`src/sv/hpsi_pkg.sv`:
```
// hpsi_pkg: shared constants, register codes and small arithmetic tables
// for the Halton pixel-to-sample-index pipeline. No dependencies.

package hpsi_pkg;

    localparam int unsigned COORD_W  = 16;
    localparam int unsigned SAMPLE_W = 32;
    localparam int unsigned INDEX_W  = 47;
    localparam int unsigned CFG_IDX_W  = 4;
    localparam int unsigned CFG_DATA_W = 8;

    // pipeline depth in register stages
    localparam int unsigned NSTG = 9;

    // Coordinates wrap at the maximum resolution (a power of two).
    localparam int unsigned RES_W   = 7;
    localparam int unsigned DIG3_N  = 5;   // base-3 digits of a wrapped coordinate
    localparam int unsigned YS_W    = 8;   // 3^5 = 243
    localparam int unsigned STRIDE_W = 15; // 243 * 128 = 31104
    localparam int unsigned PY_W    = 16;
    localparam int unsigned RECIP_W = 25;
    localparam int unsigned RECIP_SH = 24;

    localparam logic [2:0] Y_DIGITS_MAX = 3'd5;

    typedef logic [CFG_IDX_W-1:0] t_cfg_idx;
    localparam t_cfg_idx CFG_X_DIGITS  = t_cfg_idx'(0);
    localparam t_cfg_idx CFG_Y_DIGITS  = t_cfg_idx'(1);
    localparam t_cfg_idx CFG_X_INVERSE = t_cfg_idx'(2);
    localparam t_cfg_idx CFG_Y_INVERSE = t_cfg_idx'(3);

    typedef logic [DIG3_N-1:0][1:0] t_dig3;

    // 3^n for n = 0..5
    function automatic logic [YS_W-1:0] pow3(input logic [2:0] n);
        logic [YS_W-1:0] r;
        unique case (n)
            3'd0:    r = 8'd1;
            3'd1:    r = 8'd3;
            3'd2:    r = 8'd9;
            3'd3:    r = 8'd27;
            3'd4:    r = 8'd81;
            default: r = 8'd243;
        endcase
        return r;
    endfunction

    // ceil(2^24 / 3^n): floor(v * M >> 24) is exact for v < 2^16
    function automatic logic [RECIP_W-1:0] recip3(input logic [2:0] n);
        logic [RECIP_W-1:0] r;
        unique case (n)
            3'd0:    r = 25'd16777216;
            3'd1:    r = 25'd5592406;
            3'd2:    r = 25'd1864136;
            3'd3:    r = 25'd621379;
            3'd4:    r = 25'd207127;
            default: r = 25'd69043;
        endcase
        return r;
    endfunction

    // Base-3 digits, least significant first; v/3 as (v * 171) >> 9, exact below 512
    function automatic t_dig3 base3_digits(input logic [RES_W-1:0] w);
        logic [7:0]  v;
        logic [16:0] t;
        logic [7:0]  q;
        t_dig3       d;
        v = {1'b0, w};
        for (int i = 0; i < DIG3_N; i++) begin
            t    = 17'(v) * 17'd171;
            q    = t[16:9];
            d[i] = 2'(v - 8'((q << 1) + q));
            v    = q;
        end
        return d;
    endfunction

endpackage

```
`src/sv/halton_pixel_sample_index_top.sv`:
```
// Halton pixel-to-sample-index top level: nine-stage pipeline with
// per-stage valid bits and a ripple stall chain. Depends on hpsi_pkg.
// Throughput: one item per cycle while the output is ready; bubbles collapse while it stalls.
// Reset (synchronous, active low) empties the pipeline and loads the
// configuration defaults: x_digits 7, y_digits 5, x_inverse 59, y_inverse 131.

module halton_pixel_sample_index_top (
    input  logic                                  i_clk,
    input  logic                                  i_rst_n,
    input  logic                                  i_cfg_we,
    input  hpsi_pkg::t_cfg_idx                    i_cfg_idx,
    input  logic [hpsi_pkg::CFG_DATA_W-1:0]       i_cfg_data,
    input  logic                                  i_valid,
    output logic                                  o_ready,
    input  logic signed [hpsi_pkg::COORD_W-1:0]   i_pixel_x,
    input  logic signed [hpsi_pkg::COORD_W-1:0]   i_pixel_y,
    input  logic [hpsi_pkg::SAMPLE_W-1:0]         i_sample_number,
    output logic                                  o_valid,
    input  logic                                  i_ready,
    output logic [hpsi_pkg::INDEX_W-1:0]          o_global_index
);

    // configuration
    logic [2:0] r_x_digits;
    logic [2:0] r_y_digits;
    logic [6:0] r_x_inverse;
    logic [7:0] r_y_inverse;

    always_ff @(posedge i_clk) begin
        if (!i_rst_n) begin
            r_x_digits  <= 3'd7;
            r_y_digits  <= 3'd5;
            r_x_inverse <= 7'd59;
            r_y_inverse <= 8'd131;
        end else if (i_cfg_we) begin
            unique case (i_cfg_idx)
                hpsi_pkg::CFG_X_DIGITS:  r_x_digits  <= i_cfg_data[2:0];
                hpsi_pkg::CFG_Y_DIGITS:  r_y_digits  <= i_cfg_data[2:0];
                hpsi_pkg::CFG_X_INVERSE: r_x_inverse <= i_cfg_data[6:0];
                hpsi_pkg::CFG_Y_INVERSE: r_y_inverse <= i_cfg_data[7:0];
                default: ;
            endcase
        end
    end

    logic [2:0]                          yd;
    logic [hpsi_pkg::YS_W-1:0]           ys;
    logic [hpsi_pkg::RES_W-1:0]          xmask;
    logic [hpsi_pkg::STRIDE_W-1:0]       stride;
    logic [hpsi_pkg::RECIP_W-1:0]        recip;

    always_comb begin
        yd     = (r_y_digits > hpsi_pkg::Y_DIGITS_MAX) ? hpsi_pkg::Y_DIGITS_MAX : r_y_digits;
        ys     = hpsi_pkg::pow3(yd);
        recip  = hpsi_pkg::recip3(yd);
        xmask  = 7'((8'd1 << r_x_digits) - 8'd1);
        stride = hpsi_pkg::STRIDE_W'(ys) << r_x_digits;
    end

    // stall chain: a stage loads when it is empty or its content moves on
    logic [hpsi_pkg::NSTG:1] r_vld;
    logic [hpsi_pkg::NSTG:1] en;

    always_comb begin
        en[hpsi_pkg::NSTG] = !r_vld[hpsi_pkg::NSTG] || i_ready;
        for (int k = hpsi_pkg::NSTG - 1; k >= 1; k--) begin
            en[k] = !r_vld[k] || en[k+1];
        end
    end

    always_ff @(posedge i_clk) begin
        if (!i_rst_n) begin
            r_vld <= '0;
        end else begin
            if (en[1]) r_vld[1] <= i_valid;
            for (int k = 2; k <= hpsi_pkg::NSTG; k++) begin
                if (en[k]) r_vld[k] <= r_vld[k-1];
            end
        end
    end

    assign o_ready = en[1];
    assign o_valid = r_vld[hpsi_pkg::NSTG];

    // stage 1: wrap coordinates, bit-reverse x, split y into base-3 digits
    logic [hpsi_pkg::RES_W-1:0]    n1_rev;
    logic [hpsi_pkg::RES_W-1:0]    n1_dx;
    logic [hpsi_pkg::RES_W-1:0]    r1_dx;
    hpsi_pkg::t_dig3               r1_dig;
    logic [hpsi_pkg::SAMPLE_W-1:0] r1_sample;

    always_comb begin
        for (int j = 0; j < hpsi_pkg::RES_W; j++) begin
            n1_rev[j] = i_pixel_x[hpsi_pkg::RES_W-1-j];
        end
        n1_dx = n1_rev >> (3'd7 - r_x_digits);
    end

    // stage 2: assemble reversed y, x term of the CRT, sample times stride
    logic [hpsi_pkg::YS_W-1:0]     n2_dy;
    logic [13:0]                   n2_axp;
    logic [hpsi_pkg::YS_W-1:0]     r2_dy;
    logic [hpsi_pkg::RES_W-1:0]    r2_ax;
    logic [hpsi_pkg::INDEX_W-1:0]  r2_prod;

    always_comb begin
        n2_dy = '0;
        for (int i = 0; i < hpsi_pkg::DIG3_N; i++) begin
            if (3'(i) < yd) begin
                n2_dy = 8'((n2_dy << 1) + n2_dy + {6'd0, r1_dig[i]});
            end
        end
        n2_axp = 14'(r1_dx) * 14'(r_x_inverse);
    end

    // stage 3: y term product
    logic [hpsi_pkg::PY_W-1:0]     r3_py;
    logic [hpsi_pkg::RES_W-1:0]    r3_ax;
    logic [hpsi_pkg::INDEX_W-1:0]  r3_prod;

    // stage 4: quotient by 3^yd through the reciprocal
    logic [40:0]                   n4_t;
    logic [hpsi_pkg::PY_W-1:0]     r4_q;
    logic [hpsi_pkg::PY_W-1:0]     r4_py;
    logic [hpsi_pkg::RES_W-1:0]    r4_ax;
    logic [hpsi_pkg::INDEX_W-1:0]  r4_prod;

    assign n4_t = 41'(r3_py) * 41'(recip);

    // stage 5: remainder by 3^yd
    logic [23:0]                   n5_qd;
    logic [hpsi_pkg::YS_W-1:0]     r5_rb;
    logic [hpsi_pkg::RES_W-1:0]    r5_ax;
    logic [hpsi_pkg::INDEX_W-1:0]  r5_prod;

    always_comb begin
        n5_qd = 24'(r4_q) * 24'(ys);
    end

    // stage 6: scale both residues back onto the stride
    logic [hpsi_pkg::STRIDE_W-1:0] r6_a;
    logic [hpsi_pkg::STRIDE_W-1:0] r6_b;
    logic [hpsi_pkg::INDEX_W-1:0]  r6_prod;

    // stage 7: sum of the two terms, below twice the stride
    logic [hpsi_pkg::STRIDE_W:0]   r7_sum;
    logic [hpsi_pkg::INDEX_W-1:0]  r7_prod;

    // stage 8: fold into the stride
    logic [hpsi_pkg::STRIDE_W-1:0] r8_off;
    logic [hpsi_pkg::INDEX_W-1:0]  r8_prod;

    // stage 9: result register
    logic [hpsi_pkg::INDEX_W-1:0]  r9_index;

    always_ff @(posedge i_clk) begin
        if (en[1]) begin
            r1_dx     <= n1_dx;
            r1_dig    <= hpsi_pkg::base3_digits(i_pixel_y[hpsi_pkg::RES_W-1:0]);
            r1_sample <= i_sample_number;
        end
        if (en[2]) begin
            r2_dy   <= n2_dy;
            r2_ax   <= n2_axp[hpsi_pkg::RES_W-1:0] & xmask;
            r2_prod <= hpsi_pkg::INDEX_W'(r1_sample) * hpsi_pkg::INDEX_W'(stride);
        end
        if (en[3]) begin
            r3_py   <= 16'(r2_dy) * 16'(r_y_inverse);
            r3_ax   <= r2_ax;
            r3_prod <= r2_prod;
        end
        if (en[4]) begin
            r4_q    <= n4_t[hpsi_pkg::RECIP_SH +: hpsi_pkg::PY_W];
            r4_py   <= r3_py;
            r4_ax   <= r3_ax;
            r4_prod <= r3_prod;
        end
        if (en[5]) begin
            r5_rb   <= 8'(r4_py - n5_qd[hpsi_pkg::PY_W-1:0]);
            r5_ax   <= r4_ax;
            r5_prod <= r4_prod;
        end
        if (en[6]) begin
            r6_a    <= hpsi_pkg::STRIDE_W'(ys) * hpsi_pkg::STRIDE_W'(r5_ax);
            r6_b    <= hpsi_pkg::STRIDE_W'(r5_rb) << r_x_digits;
            r6_prod <= r5_prod;
        end
        if (en[7]) begin
            r7_sum  <= {1'b0, r6_a} + {1'b0, r6_b};
            r7_prod <= r6_prod;
        end
        if (en[8]) begin
            r8_off  <= (r7_sum >= {1'b0, stride})
                       ? hpsi_pkg::STRIDE_W'(r7_sum - {1'b0, stride})
                       : r7_sum[hpsi_pkg::STRIDE_W-1:0];
            r8_prod <= r7_prod;
        end
        if (en[9]) begin
            r9_index <= r8_prod + hpsi_pkg::INDEX_W'(r8_off);
        end
    end

    assign o_global_index = r9_index;

endmodule

```
`config.mk`:
```
export PLATFORM = sky130hd
export DESIGN_NAME = halton_pixel_sample_index_top
export DESIGN_NICKNAME = d
export VERILOG_FILES = /design/src/sv/hpsi_pkg.sv /design/src/sv/halton_pixel_sample_index_top.sv
export SDC_FILE = /design/constraint.sdc
export NUM_CORES = 2
export LEC_CHECK = 0
export BUFFER_PORTS_ARGS = -buffer_cell sky130_fd_sc_hd__clkbuf_2
export CAP_MARGIN = 20
export CORE_AREA = 2 2 333 335
export DETAILED_ROUTE_END_ITERATION = 16
export DIE_AREA = 0 0 335 337
export PLACE_DENSITY = 0.75
export SLEW_MARGIN = 20
export SYNTH_ARGS = -nofsm -noshare
export SYNTH_HDL_FRONTEND = slang
export SYNTH_SLANG_ARGS = --single-unit
export TNS_END_PERCENT = 20
```
`constraint.sdc`:
```
create_clock -name i_clk -period 28.4 [get_ports i_clk]
set_clock_uncertainty 0.05 [all_clocks]
set_input_delay 0 -clock i_clk [delete_from_list [all_inputs] [get_ports i_clk]]
set_output_delay 0 -clock i_clk [all_outputs]
set_load 0.01 [all_outputs]
```
==> results.ini <==
[synth]
synthesis.nets = 6184
synth-seq-area-share_pct = 32.2
syn_inst = 4866
synth_area_leaders = edfxtp_1, fa_1, ha_1
post-synth-top-area-cell = edfxtp_1
synthesis.yosys.warnings = 0
mappedNetlistArea_um2 = 54300
postSynth.topFlopCell = edfxtp_1
synth-async-reset-ratio_pct = 0
post-synth-top-area-fraction_pct = 31.1
synth_seq_cells = 592
ys_types = 84
synth-edff-count = 562
postSynthAreaPerCell_um2 = 11.2

[grt]
grt_util_all_layers_pct = 22.1
first_global_vias = 37300
grt_first_pass_wirelength_um = 196000
grt_start_max_net_pins = 64
grt-ovfl-total = 0
antenna_found_initial = 6

[die]
fp.dieArea_um2 = 113000
floorplan.die.height_um = 337
chipWidth_um = 335
initial_utilization_pct = 49.5
fp-row-count = 122
num_io_pins = 130
design.core.area_um2 = 110000

[route]
drcViolationCount = 0
drtPass1Iterations = 5
routed_wirelength_um = 120000
route.vias.total = 34900
route.detailed.vias_per_inst = 5.37
routedWlPerCell_um = 18.5
initialDrtViolationCount = 2224
antenna_violating_nets_post_route = 0

[placed_design]
post-place-ws_ns = 14.33
dp_hpwl_um = 90400
portBuffers = 111
place.gp.congestion = 0.908
number_of_cells_in_the_design_after_placement = 6286

[clocking]
cts-hold-fix-buffers = 93
clkSinkCount = 592
clock_insertion_delay_worst_skew_ns = 0.67
path_clk_slew_ns = 0.05
cts.repair_timing.setup_buffer_count = 0
clock-root-buffer = clkbuf_16
cts_max_level = 2
cts_resized = 0
numCtsBuffers = 59
cts-root-to-sink-buffers = 3
tritoncts_clock_tree = built

[timing]
setup_repair_after_global_routing_missed_its_margin = no
achievable-frequency_ghz = 0.0717
hold_violations = 0
finalSetupViolations = 0
count_of_pins_over_their_slew_limit = 0
maxSlewHeadroom_pct = 23.3
period_needed_ns = 13.95
fin_ws_ns = 14.45
fin_crit_sh_pct = 49.1
finalSetupTns_ns = 0
worst_pin_slew_ns = 1.15

[setup_path]
slowest_cp_cell = fa_1
worst_path_most_repeated_cell = ha_1
timing.critical_path.max_delay_family = adder cells
path_class = primary input to register
path_max_fanout = 5
required_ns = 28.69
startpoint_type = primary input
critical_path.endpoint_type = register
critPathMaxStageDelay_ns = 0.55
crit_buf_inv = 6
cp_data_arrival_time_ns = 14.24

[layout]
syn_to_final_growth_pct = 9.39
finalCoreUtilization_pct = 54.2
nNetsFinal = 6332
final_layout_size_suffix_gt1_share_pct = 6.44
final_cells = 6493

[min_path]
min_delay_worst_type = primary input to register

[flow_run]
cap_viol_max_count = 0

[status]
run_status = finished, final reports clean

-- flip-flops by register name, summed over array words and instances (netlist names), 16 cells and up --
register        flops
r2_prod            47
r8_prod            47
r3_prod            47
r3_py              16
o_global_index     47
r5_prod            47
r1_sample          32
r6_prod            47
r7_sum             16
r7_prod            47
r4_prod            47
-- Yosys cell counts (24+ instances only) --
cell type  count
o21a_1        24
a21oi_1      135
nand2_1      570
and3_1        48
ha_1         489
inv_1        821
and2_1       388
nand3_1       37
nor2b_1       39
o21bai_1      27
clkbuf_1     151
nor2_1       121
xnor2_1      162
edfxtp_1     562
mux2i_1       33
o21ai_0       84
nor3_1        43
fa_1         748
a21o_1        42
xor2_1        71
dfxtp_1       30
-- worst reg2reg max path, stage by stage (launching register included) --
cell and delay (ns):
dfxtp_2 0.56, buf_4 0.52, nor2_2 0.27, nand2_1 0.29, nand3_1 0.59, nand2_1 0.49
inv_1 0.10, fa_1 0.45, fa_1 0.52, inv_1 0.07, fa_1 0.49, inv_1 0.05
fa_1 0.47, inv_1 0.05, fa_1 0.53, inv_1 0.06, fa_1 0.49, ha_1 0.24
nor3_1 0.20, o21ai_0 0.21, a311oi_1 0.43, o21bai_1 0.26, a221o_1 0.47, a311oi_2 0.40
o21bai_1 0.14, a21oi_1 0.21, xnor2_1 0.13
-- layout make-up --
cell class / instances / area [µm²]
tap: 1426 / 1780
clock buffer: 64 / 1510
timing repair buffer: 251 / 1840
multi-input combinational: 3289 / 33200
inverter: 821 / 3080
fill: 9136 / 50200
clock inverter: 47 / 513
antenna: 3 / 7.51
sequential: 592 / 17500
-- routing by layer --
metal | GRT usage (%) | routed length (µm)
met1 | 29.1 | 50600
met2 | 36.9 | 56800
met3 | 4.24 | 9000
met4 | 7.15 | 3980
met5 | 0 | 12
-- cell usage in the layout, fill, tap and decap left out, types with 38 or more instances in the layout --
| cell type | n |
|---|---|
| dlygate4sd3_1 | 93 |
| a21oi_1 | 132 |
| nor2b_1 | 38 |
| nand2_1 | 567 |
| edfxtp_1 | 562 |
| inv_1 | 816 |
| xnor2_1 | 162 |
| clkbuf_2 | 111 |
| and2_1 | 388 |
| nor2_1 | 119 |
| fa_1 | 748 |
| clkbuf_16 | 59 |
| and3_1 | 48 |
| nor3_1 | 41 |
| buf_4 | 47 |
| o21ai_0 | 83 |
| a21o_1 | 42 |
| ha_1 | 489 |
| xor2_1 | 71 |
-- kinds of logic (layout without fill, tap and decap cells) --
kind of cell	count (synthesis)	in the layout	synth area share [%]
mux	47	47	0.920
flops	592	592	32.2
simple gates	1337	1337	12.2
other cells	0	3	0
fa+ha+maj	1238	1238	38.9
compound gates	434	434	5.21
xor+xnor	233	233	3.76
buf+inv	985	1183	6.82
-- metrics by stage --
step | cell area [µm²] | hold WS [ns]
3_5_place_dp | 56400 | 0.129
5_1_grt | 59400 | 0.0642
4_1_cts | 59400 | 0.0133
2_1_floorplan | 54300 | 0.0489
3_3_place_gp | 56400 | 0.128
6_report | 59400 | 0.0694
-- final timing paths --
path	from	endpoint	slack [ns]	cells after the start
setup / recovery	i_pixel_y[1]	r1_dig[9]$_DFFE_PP_	14.45	58
hold / removal	i_sample_number[29]	r1_sample[29]$_DFFE_PP_	0.07	2
setup reg to reg	r_y_digits[2]$_SDFFE_PN1P_	r4_q[7]$_DFFE_PP_	19.41	26
hold reg to reg	r3_ax[1]$_DFFE_PP_	r4_ax[1]$_DFFE_PP_	0.32	0
Power is left out: the tool's default activity adds up to more than one toggle a clock period on the data nets, which glitch-free logic cannot reach.
